<file path="src/sv/pva_pkg.sv">
`timescale 1ns / 1ps

package pva_pkg;

    localparam int OP_W      = 2;
    localparam int NOTE_W    = 7;
    localparam int VEL_W     = 7;
    localparam int FIN_W     = 3;
    localparam int ACT_W     = 2;
    localparam int IDX_OUT_W = 3;

    // request operations
    localparam logic [OP_W-1:0] OP_NOTE_ON  = 2'd0;
    localparam logic [OP_W-1:0] OP_NOTE_OFF = 2'd1;
    localparam logic [OP_W-1:0] OP_FINISHED = 2'd2;

    // result actions
    localparam logic [ACT_W-1:0] ACT_NONE    = 2'd0;
    localparam logic [ACT_W-1:0] ACT_START   = 2'd1;
    localparam logic [ACT_W-1:0] ACT_RELEASE = 2'd2;
    localparam logic [ACT_W-1:0] ACT_FREE    = 2'd3;

    // request travelling down the voice chain
    typedef struct packed {
        logic [OP_W-1:0]   op;
        logic [NOTE_W-1:0] note;
        logic [VEL_W-1:0]  vel;
        logic [FIN_W-1:0]  fin;
    } t_req;

    // search results gathered along the chain
    typedef struct packed {
        logic              match_hit;
        logic              free_hit;
        logic [NOTE_W-1:0] cap_note;
        logic [VEL_W-1:0]  cap_vel;
    } t_hit;

    // update broadcast to every voice
    typedef struct packed {
        logic              on;
        logic              fin;
        logic [NOTE_W-1:0] note;
        logic [VEL_W-1:0]  vel;
    } t_cmd;

endpackage

</file>
<file path="src/sv/pva_cell.sv">
`timescale 1ns / 1ps

module pva_cell import pva_pkg::*; #(
    parameter int VOICE_COUNT = 8,
    parameter int AGE_BITS    = 8,
    parameter int CELL_IDX    = 0
) (
    input  logic                           i_clk,
    input  logic                           i_rst_n,
    // scan in
    input  logic                           i_tok,
    input  t_req                           i_req,
    input  t_hit                           i_hit,
    input  logic [$clog2(VOICE_COUNT)-1:0] i_match_idx,
    input  logic [$clog2(VOICE_COUNT)-1:0] i_free_idx,
    input  logic [AGE_BITS-1:0]            i_old_age,
    input  logic [$clog2(VOICE_COUNT)-1:0] i_old_idx,
    // scan out
    output logic                           o_tok,
    output t_req                           o_req,
    output t_hit                           o_hit,
    output logic [$clog2(VOICE_COUNT)-1:0] o_match_idx,
    output logic [$clog2(VOICE_COUNT)-1:0] o_free_idx,
    output logic [AGE_BITS-1:0]            o_old_age,
    output logic [$clog2(VOICE_COUNT)-1:0] o_old_idx,
    // commit
    input  t_cmd                           i_cmd,
    input  logic [$clog2(VOICE_COUNT)-1:0] i_pick
);

    localparam int IDXW = $clog2(VOICE_COUNT);
    localparam logic [IDXW-1:0] MY_IDX = IDXW'(CELL_IDX);

    // voice state
    logic [NOTE_W-1:0]   r_note;
    logic [VEL_W-1:0]    r_vel;
    logic                r_active;
    logic [AGE_BITS-1:0] r_age;

    // scan stage
    logic                r_tok;
    t_req                r_req;
    t_hit                r_hit;
    logic [IDXW-1:0]     r_match_idx, r_free_idx, r_old_idx;
    logic [AGE_BITS-1:0] r_old_age;

    t_hit                n_hit;
    logic [IDXW-1:0]     n_match_idx, n_free_idx, n_old_idx;
    logic [AGE_BITS-1:0] n_old_age;

    logic mine;
    assign mine = (i_pick == MY_IDX);

    always_comb begin
        n_hit       = i_hit;
        n_match_idx = i_match_idx;
        n_free_idx  = i_free_idx;
        n_old_age   = i_old_age;
        n_old_idx   = i_old_idx;
        // lowest matching note
        if (!i_hit.match_hit && (r_note == i_req.note)) begin
            n_hit.match_hit = 1'b1;
            n_match_idx     = MY_IDX;
            if (i_req.op == OP_NOTE_OFF) begin
                n_hit.cap_note = r_note;
                n_hit.cap_vel  = r_vel;
            end
        end
        // lowest idle voice
        if (!i_hit.free_hit && !r_active) begin
            n_hit.free_hit = 1'b1;
            n_free_idx     = MY_IDX;
        end
        // oldest voice, later index wins a tie
        if (i_old_age <= r_age) begin
            n_old_age = r_age;
            n_old_idx = MY_IDX;
        end
        if ((i_req.op == OP_FINISHED) && (32'(i_req.fin) == CELL_IDX)) begin
            n_hit.cap_note = r_note;
            n_hit.cap_vel  = r_vel;
        end
    end

    always_ff @(posedge i_clk) begin
        if (!i_rst_n) begin
            r_tok <= 1'b0;
        end else begin
            r_tok <= i_tok;
        end
    end

    always_ff @(posedge i_clk) begin
        if (i_tok) begin
            r_req       <= i_req;
            r_hit       <= n_hit;
            r_match_idx <= n_match_idx;
            r_free_idx  <= n_free_idx;
            r_old_age   <= n_old_age;
            r_old_idx   <= n_old_idx;
        end
    end

    always_ff @(posedge i_clk) begin
        if (!i_rst_n) begin
            r_note   <= '0;
            r_vel    <= '0;
            r_active <= 1'b0;
            r_age    <= '0;
        end else begin
            if (i_cmd.on) begin
                if (mine) begin
                    r_note   <= i_cmd.note;
                    r_vel    <= i_cmd.vel;
                    r_active <= 1'b1;
                    r_age    <= '0;
                end else if (r_age != '1) begin
                    r_age <= r_age + 1'b1;
                end
            end
            if (i_cmd.fin && mine) begin
                r_active <= 1'b0;
            end
        end
    end

    assign o_tok       = r_tok;
    assign o_req       = r_req;
    assign o_hit       = r_hit;
    assign o_match_idx = r_match_idx;
    assign o_free_idx  = r_free_idx;
    assign o_old_age   = r_old_age;
    assign o_old_idx   = r_old_idx;

endmodule

</file>
<file path="src/sv/poly_voice_allocator.sv">
`timescale 1ns / 1ps
// Polyphonic voice allocator: maps note events onto a pool of VOICE_COUNT voices.
// Request channel: start with i_operation, i_note_number, i_note_velocity and
//   i_finished_voice; a request is taken at a clock edge where start is high
//   and busy is low.
// Result channel: o_done is high for exactly one cycle with o_action,
//   o_voice_index, o_voice_note, o_voice_velocity, o_stolen, o_retriggered.
//   Every request gives one result, a nothing-done result being all zeros.
//   The receiver has no way to stall; results must be taken as they come.
// The request travels down the row of voice cells, one cell per cycle, and
//   o_done rises once it has left the last cell and the result is registered.
// No new request is taken until the current one has passed through the cell
//   row and the chosen voice has been written back.
// busy stays high from the accepting edge until the voice update is done.
// Reset (i_rst_n low, synchronous) clears every voice: note, velocity,
//   active flag and age go to zero, and the block comes up idle.
// Note on: lowest voice with the same note, else lowest idle voice, else the
//   oldest voice (highest index on a tie); every other voice ages by one, saturating.
module poly_voice_allocator import pva_pkg::*; #(
    parameter int VOICE_COUNT = 8,
    parameter int AGE_BITS    = 8
) (
    input  logic                 i_clk,
    input  logic                 i_rst_n,
    input  logic                 start,
    output logic                 busy,
    input  logic [OP_W-1:0]      i_operation,
    input  logic [NOTE_W-1:0]    i_note_number,
    input  logic [VEL_W-1:0]     i_note_velocity,
    input  logic [FIN_W-1:0]     i_finished_voice,
    output logic                 o_done,
    output logic [ACT_W-1:0]     o_action,
    output logic [IDX_OUT_W-1:0] o_voice_index,
    output logic [NOTE_W-1:0]    o_voice_note,
    output logic [VEL_W-1:0]     o_voice_velocity,
    output logic                 o_stolen,
    output logic                 o_retriggered
);

    localparam int IDXW = $clog2(VOICE_COUNT);

    localparam logic [1:0] ST_IDLE   = 2'd0;
    localparam logic [1:0] ST_SCAN   = 2'd1;
    localparam logic [1:0] ST_COMMIT = 2'd2;

    logic [1:0] r_state, n_state;

    // chain links: entry k feeds cell k, entry VOICE_COUNT leaves the last cell
    logic                tok       [VOICE_COUNT+1];
    t_req                req       [VOICE_COUNT+1];
    t_hit                hit       [VOICE_COUNT+1];
    logic [IDXW-1:0]     match_idx [VOICE_COUNT+1];
    logic [IDXW-1:0]     free_idx  [VOICE_COUNT+1];
    logic [AGE_BITS-1:0] old_age   [VOICE_COUNT+1];
    logic [IDXW-1:0]     old_idx   [VOICE_COUNT+1];

    t_cmd            r_cmd, n_cmd;
    logic [IDXW-1:0] r_pick, n_pick;

    logic                 r_done;
    logic [ACT_W-1:0]     r_action, n_action;
    logic [IDX_OUT_W-1:0] r_idx, n_idx;
    logic [NOTE_W-1:0]    r_note, n_note;
    logic [VEL_W-1:0]     r_vel, n_vel;
    logic                 r_stolen, n_stolen;
    logic                 r_retrig, n_retrig;

    logic accept, scan_end;
    t_req last_req;
    t_hit last_hit;

    assign busy     = (r_state != ST_IDLE);
    assign accept   = start && !busy;
    assign scan_end = (r_state == ST_SCAN) && tok[VOICE_COUNT];
    assign last_req = req[VOICE_COUNT];
    assign last_hit = hit[VOICE_COUNT];

    // head of the chain: fresh request, nothing found yet
    assign tok[0]       = accept;
    assign req[0]       = '{op: i_operation, note: i_note_number,
                            vel: i_note_velocity, fin: i_finished_voice};
    assign hit[0]       = '0;
    assign match_idx[0] = '0;
    assign free_idx[0]  = '0;
    assign old_age[0]   = '0;
    assign old_idx[0]   = '0;

    for (genvar g = 0; g < VOICE_COUNT; g++) begin : g_cell
        pva_cell #(
            .VOICE_COUNT (VOICE_COUNT),
            .AGE_BITS    (AGE_BITS),
            .CELL_IDX    (g)
        ) u_cell (
            .i_clk       (i_clk),
            .i_rst_n     (i_rst_n),
            .i_tok       (tok[g]),
            .i_req       (req[g]),
            .i_hit       (hit[g]),
            .i_match_idx (match_idx[g]),
            .i_free_idx  (free_idx[g]),
            .i_old_age   (old_age[g]),
            .i_old_idx   (old_idx[g]),
            .o_tok       (tok[g+1]),
            .o_req       (req[g+1]),
            .o_hit       (hit[g+1]),
            .o_match_idx (match_idx[g+1]),
            .o_free_idx  (free_idx[g+1]),
            .o_old_age   (old_age[g+1]),
            .o_old_idx   (old_idx[g+1]),
            .i_cmd       (r_cmd),
            .i_pick      (r_pick)
        );
    end

    // decide the voice once the request has seen every cell
    always_comb begin
        n_action = ACT_NONE;
        n_idx    = '0;
        n_note   = '0;
        n_vel    = '0;
        n_stolen = 1'b0;
        n_retrig = 1'b0;
        n_cmd    = '0;
        n_pick   = '0;
        unique case (last_req.op)
            OP_NOTE_ON: begin
                if (last_hit.match_hit) begin
                    n_pick   = match_idx[VOICE_COUNT];
                    n_retrig = 1'b1;
                end else if (last_hit.free_hit) begin
                    n_pick = free_idx[VOICE_COUNT];
                end else begin
                    n_pick   = old_idx[VOICE_COUNT];
                    n_stolen = 1'b1;
                end
                n_action = ACT_START;
                n_idx    = IDX_OUT_W'(n_pick);
                n_note   = last_req.note;
                n_vel    = last_req.vel;
                n_cmd.on   = 1'b1;
                n_cmd.note = last_req.note;
                n_cmd.vel  = last_req.vel;
            end
            OP_NOTE_OFF: begin
                // note off changes no voice state
                if (last_hit.match_hit) begin
                    n_pick   = match_idx[VOICE_COUNT];
                    n_action = ACT_RELEASE;
                    n_idx    = IDX_OUT_W'(n_pick);
                    n_note   = last_hit.cap_note;
                    n_vel    = last_hit.cap_vel;
                end
            end
            OP_FINISHED: begin
                // voice numbers past the pool are dropped
                if (32'(last_req.fin) < VOICE_COUNT) begin
                    n_pick    = IDXW'(last_req.fin);
                    n_action  = ACT_FREE;
                    n_idx     = IDX_OUT_W'(n_pick);
                    n_note    = last_hit.cap_note;
                    n_vel     = last_hit.cap_vel;
                    n_cmd.fin = 1'b1;
                end
            end
            default: begin
            end
        endcase
    end

    always_comb begin
        n_state = r_state;
        unique case (r_state)
            ST_IDLE:   if (accept)   n_state = ST_SCAN;
            ST_SCAN:   if (scan_end) n_state = ST_COMMIT;
            ST_COMMIT: n_state = ST_IDLE;
            default:   n_state = ST_IDLE;
        endcase
    end

    always_ff @(posedge i_clk) begin
        if (!i_rst_n) begin
            r_state <= ST_IDLE;
            r_done  <= 1'b0;
            r_cmd   <= '0;
        end else begin
            r_state <= n_state;
            r_done  <= scan_end;
            // command lives for the commit cycle only
            r_cmd   <= scan_end ? n_cmd : '0;
        end
    end

    always_ff @(posedge i_clk) begin
        if (scan_end) begin
            r_pick   <= n_pick;
            r_action <= n_action;
            r_idx    <= n_idx;
            r_note   <= n_note;
            r_vel    <= n_vel;
            r_stolen <= n_stolen;
            r_retrig <= n_retrig;
        end
    end

    assign o_done           = r_done;
    assign o_action         = r_action;
    assign o_voice_index    = r_idx;
    assign o_voice_note     = r_note;
    assign o_voice_velocity = r_vel;
    assign o_stolen         = r_stolen;
    assign o_retriggered    = r_retrig;

endmodule

</file>
<file path="config.mk">
export PLATFORM = sky130hd
export DESIGN_NAME = poly_voice_allocator
export DESIGN_NICKNAME = d
export VERILOG_FILES = /design/src/sv/pva_pkg.sv /design/src/sv/pva_cell.sv /design/src/sv/poly_voice_allocator.sv
export SDC_FILE = /design/constraint.sdc
export NUM_CORES = 1
export LEC_CHECK = 0
export BUFFER_PORTS_ARGS = -buffer_cell sky130_fd_sc_hd__buf_4
export CAP_MARGIN = 25
export CORE_MARGIN = 2
export CORE_UTILIZATION = 35
export CTS_CLUSTER_DIAMETER = 100
export DETAILED_ROUTE_END_ITERATION = 16
export GPL_TIMING_DRIVEN = 0
export PLACE_DENSITY = 0.59
export SKIP_CTS_REPAIR_TIMING = 1
export SYNTH_ARGS = -nofsm -noshare
export SYNTH_HDL_FRONTEND = slang
export SYNTH_SLANG_ARGS = --single-unit
</file>
<file path="constraint.sdc">
create_clock -name i_clk -period 3.4 [get_ports i_clk]
set_input_delay 0.17 -clock i_clk [delete_from_list [all_inputs] [get_ports i_clk]]
set_output_delay 0.17 -clock i_clk [all_outputs]
set_load 0.005 [all_outputs]
</file>
==> results by group <==
Routing
  • Drt total wl: 59470 um
  • Mean routed wirelength per cell: 18.64 um
  • Drt first pass iters: 7
  • Via-to-Cell Ratio: 5.025
  • Iteration-0 DRC Markers: 1096
  • Final antenna-violating net count: 0
  • DRC violations left: 0
  • Vias after detailed routing: 16030

Yosys
  • Synth area leader: edfxtp_1
  • Synth warn: 0
  • Post-synthesis register bit count: 619
  • Ys async rst share: 0
  • EDFF count, synth: 408
  • Top cells by area, synth: edfxtp_1 (48%), dfxtp_1 (17%), mux2_2 (5.3%)
  • Register area share after synthesis: 0.6471
  • Dominant synthesized flop cell: edfxtp_1
  • Average size of a mapped cell: 12.46 sq um
  • Synth top area share: 0.4812
  • Cell count after synthesis: 2043
  • Syn nets: 2129
  • Count of cell types in the netlist: 71
  • Syn Std Cell Area: 25460 sq um

Run
  • Max-Cap Viols: 0

Global routing
  • First-pass GRT wire length: 92200 um
  • Global-route usage over all layers: 0.1595
  • Pin count of the biggest net entering global routing: 43
  • GRT Residual Overflow: 0
  • Vias in the first global route: 16220
  • Initial antenna violation count: 1

Clocking
  • Root Buffer: clkbuf_16
  • Clock buffer depth: 3
  • Num CTS Buffers: 68
  • CTS Sinks: 619
  • TritonCTS clock tree: yes
  • Worst-path clk slew: 0.06 ns
  • CTS H-tree depth: 3
  • Clk Latency, worst-skew pair: 0.61 ns

Place
  • Dpl ws: 0.7582 ns
  • Gpl congestion: 0.9109
  • Placement Cell Area: 27170 sq um
  • Port bufs: 43
  • Detail Placement HPWL: 44310 um

STA
  • Hold WS: 0.2987 ns
  • RSZ-0062 raised after global routing: false
  • Slew HR: 0.3465
  • Endpoints failing setup: 0
  • Slew Viols, Final: 0
  • Final hold vios: 0
  • Tcrit/Tclk final: 0.7749
  • Clock Skews: 0.02567 ns
  • Fin crit period: 2.634 ns
  • FMAX: 0.3796 GHz
  • Slew @ Worst Pin: 0.9803 ns
  • Final worst slack: 0.7655 ns

Floorplanning
  • Core area: 71730 sq um
  • Die height: 273.7 um
  • Initial core utilization: 0.3550
  • Die footprint: 74920 sq um
  • FP Rows: 98
  • Die Wd: 273.7 um
  • Ports: 45

Worst setup path
  • Slowest stage delay, CP: 0.56 ns
  • Critical path's top delay family: compound AO/OA/AOI/OAI gates
  • CP Depth: 7
  • Cells along the critical path: inv_1 -> ha_1 -> a21oi_1 -> o21ai_0 -> a21oi_1 -> o22ai_1 -> a221oi_1
  • R2R depth: 7
  • Max Fanout on Critical Path: 9
  • Startpoint Class: flop
  • Buffers & Inverters on Critical Path: 1
  • R2R Path End: g_cell[1].u_cell.o_old_age[0]
  • Required @ worst endpoint: 3.74 ns
  • R2r startpoint: g_cell[1].u_cell.r_age[2]
  • Worst EP arrival: 2.97 ns
  • Setup crit end kind: flop
  • Most frequent CP cell: a21oi_1
  • Setup Crit Path Kind: flop to flop
  • Reg-to-reg setup timing slack: 0.77 ns
  • CP max-delay cell: a21oi_1

Worst hold path
  • WHS Endpoint: g_cell[0].u_cell.o_req[2]
  • Hold Startpoint: i_finished_voice[2]
  • Hold crit path type: primary input to flop
  • Hold path depth: 2

Power and ir drop
  • Leakage power: 10.10 nW
  • P per Cell Area: 524.0 nW/um^2
  • Total Power: 15.48 mW
  • Peak supply drop: 532.0 uV

Layout
  • Nets: 2271
  • Share of cells above drive strength 1: 0.1660
  • N_diodes: 0
  • Design area: 29540 sq um
  • Area growth, synth to finish: 16.02%

Status
  • Status: finished clean
## cell usage in the layout, fill, tap and decap left out, drive strengths merged, types with 24 or more instances in the layout
| cell | instances |
|---|---|
| nand4 | 41 |
| nand3 | 35 |
| clkbuf | 152 |
| dfxtp | 211 |
| a21oi | 162 |
| nand2 | 294 |
| edfxtp | 408 |
| mux2 | 133 |
| and3 | 30 |
| nor2 | 60 |
| o22ai | 24 |
| buf | 92 |
| ha | 64 |
| and2 | 31 |
| o21ai | 49 |
| a221oi | 31 |
| nand2b | 47 |
| nor3 | 26 |
| inv | 77 |
| xor2 | 46 |
## final cells by class
| type | instances | area, sq um |
|---|---|---|
| Multi-Input combinational cell | 1256 | 8300 |
| Buffer | 92 | 410.4 |
| Timing Repair Buffer | 72 | 713.2 |
| Tap cell | 950 | 1189 |
| Inverter | 76 | 285.3 |
| Clock buffer | 100 | 1923 |
| Clock inverter | 26 | 236.5 |
| Sequential cell | 619 | 16480 |
| Fill cell | 6555 | 42190 |
## through the flow
| stage | std cells | setup TNS, ns | util |
|---|---|---|---|
| after floorplan | 2043 | 0 | - |
| after global placement | 3036 | -38.77 | 0.3760 |
| after detailed placement | 3044 | 0 | 0.3787 |
| after CTS | 3170 | 0 | 0.4088 |
| after global routing | 3191 | 0 | 0.4118 |
| final | 3191 | 0 | 0.4118 |
## metal layers
metal,wire [um],up-vias,global-route usage
li1,-,7759,-
met1,26430,7738,0.2082
met5,0,-,0
met3,2915,114,0.02763
met2,28510,423,0.2674
met4,1607,0,0.05393
## cell usage after synthesis, types with 28 or more instances
| master | n |
|---|---|
| buf_2 | 28 |
| dfxtp_1 | 211 |
| a221oi_1 | 31 |
| edfxtp_1 | 408 |
| o21ai_0 | 43 |
| clkbuf_1 | 52 |
| nand2_1 | 294 |
| a21oi_1 | 162 |
| xor2_1 | 46 |
| mux2_2 | 120 |
| and3_1 | 30 |
| nor2_1 | 59 |
| ha_1 | 64 |
| and2_1 | 31 |
| nand3_1 | 35 |
| inv_1 | 75 |
| nand4_1 | 41 |
| nand2b_1 | 47 |
## kinds of logic after synthesis
| logic type | share of synthesized area |
|---|---|
| adders and majority gates | 0.03145 |
| xor gates and xnor gates | 0.01961 |
| and+or+nand+nor | 0.1245 |
| muxes | 0.06344 |
| AOI/OAI and AO/OA | 0.08658 |
| buffers and inverters | 0.02732 |
| DFF | 0.6471 |
## registers in the layout, summed over array words and instances, names as in the netlist, 3 cells and up
name and count:
g_cell.u_cell.r_age 64, g_cell.u_cell.o_hit 128, g_cell.u_cell.r_active 8, g_cell.u_cell.o_free_idx 17, g_cell.u_cell.o_tok 8, g_cell.u_cell.o_match_idx 17
g_cell.u_cell.r_vel 56, g_cell.u_cell.o_old_age 56, g_cell.u_cell.o_req 152, g_cell.u_cell.r_note 56, o_voice_index 3, o_voice_velocity 7
o_voice_note 7, g_cell.u_cell.o_old_idx 17, r_cmd 16
## how the worst max path moves through the flow
stage                                   start                       endpoint  slack (ns)
CTS                 g_cell[1].u_cell.r_age[2]  g_cell[1].u_cell.o_old_age[0]        0.73
detailed placement  g_cell[1].u_cell.r_age[2]  g_cell[1].u_cell.o_old_age[0]        0.76
finish              g_cell[1].u_cell.r_age[2]  g_cell[1].u_cell.o_old_age[0]        0.77
global placement                   r_state[1]      g_cell[0].u_cell.o_req[2]       -0.91
floorplan                          r_state[1]      g_cell[0].u_cell.o_hit[0]        0.49
global route        g_cell[1].u_cell.r_age[2]  g_cell[1].u_cell.o_old_age[0]        0.53
## where the power goes
part	switching, mW	internal, mW
sequential	0.0500	8.06
clock	2.98	4.05
combinational	0.203	0.137
total	3.23	12.2
Power figures use the tool's default switching activity.
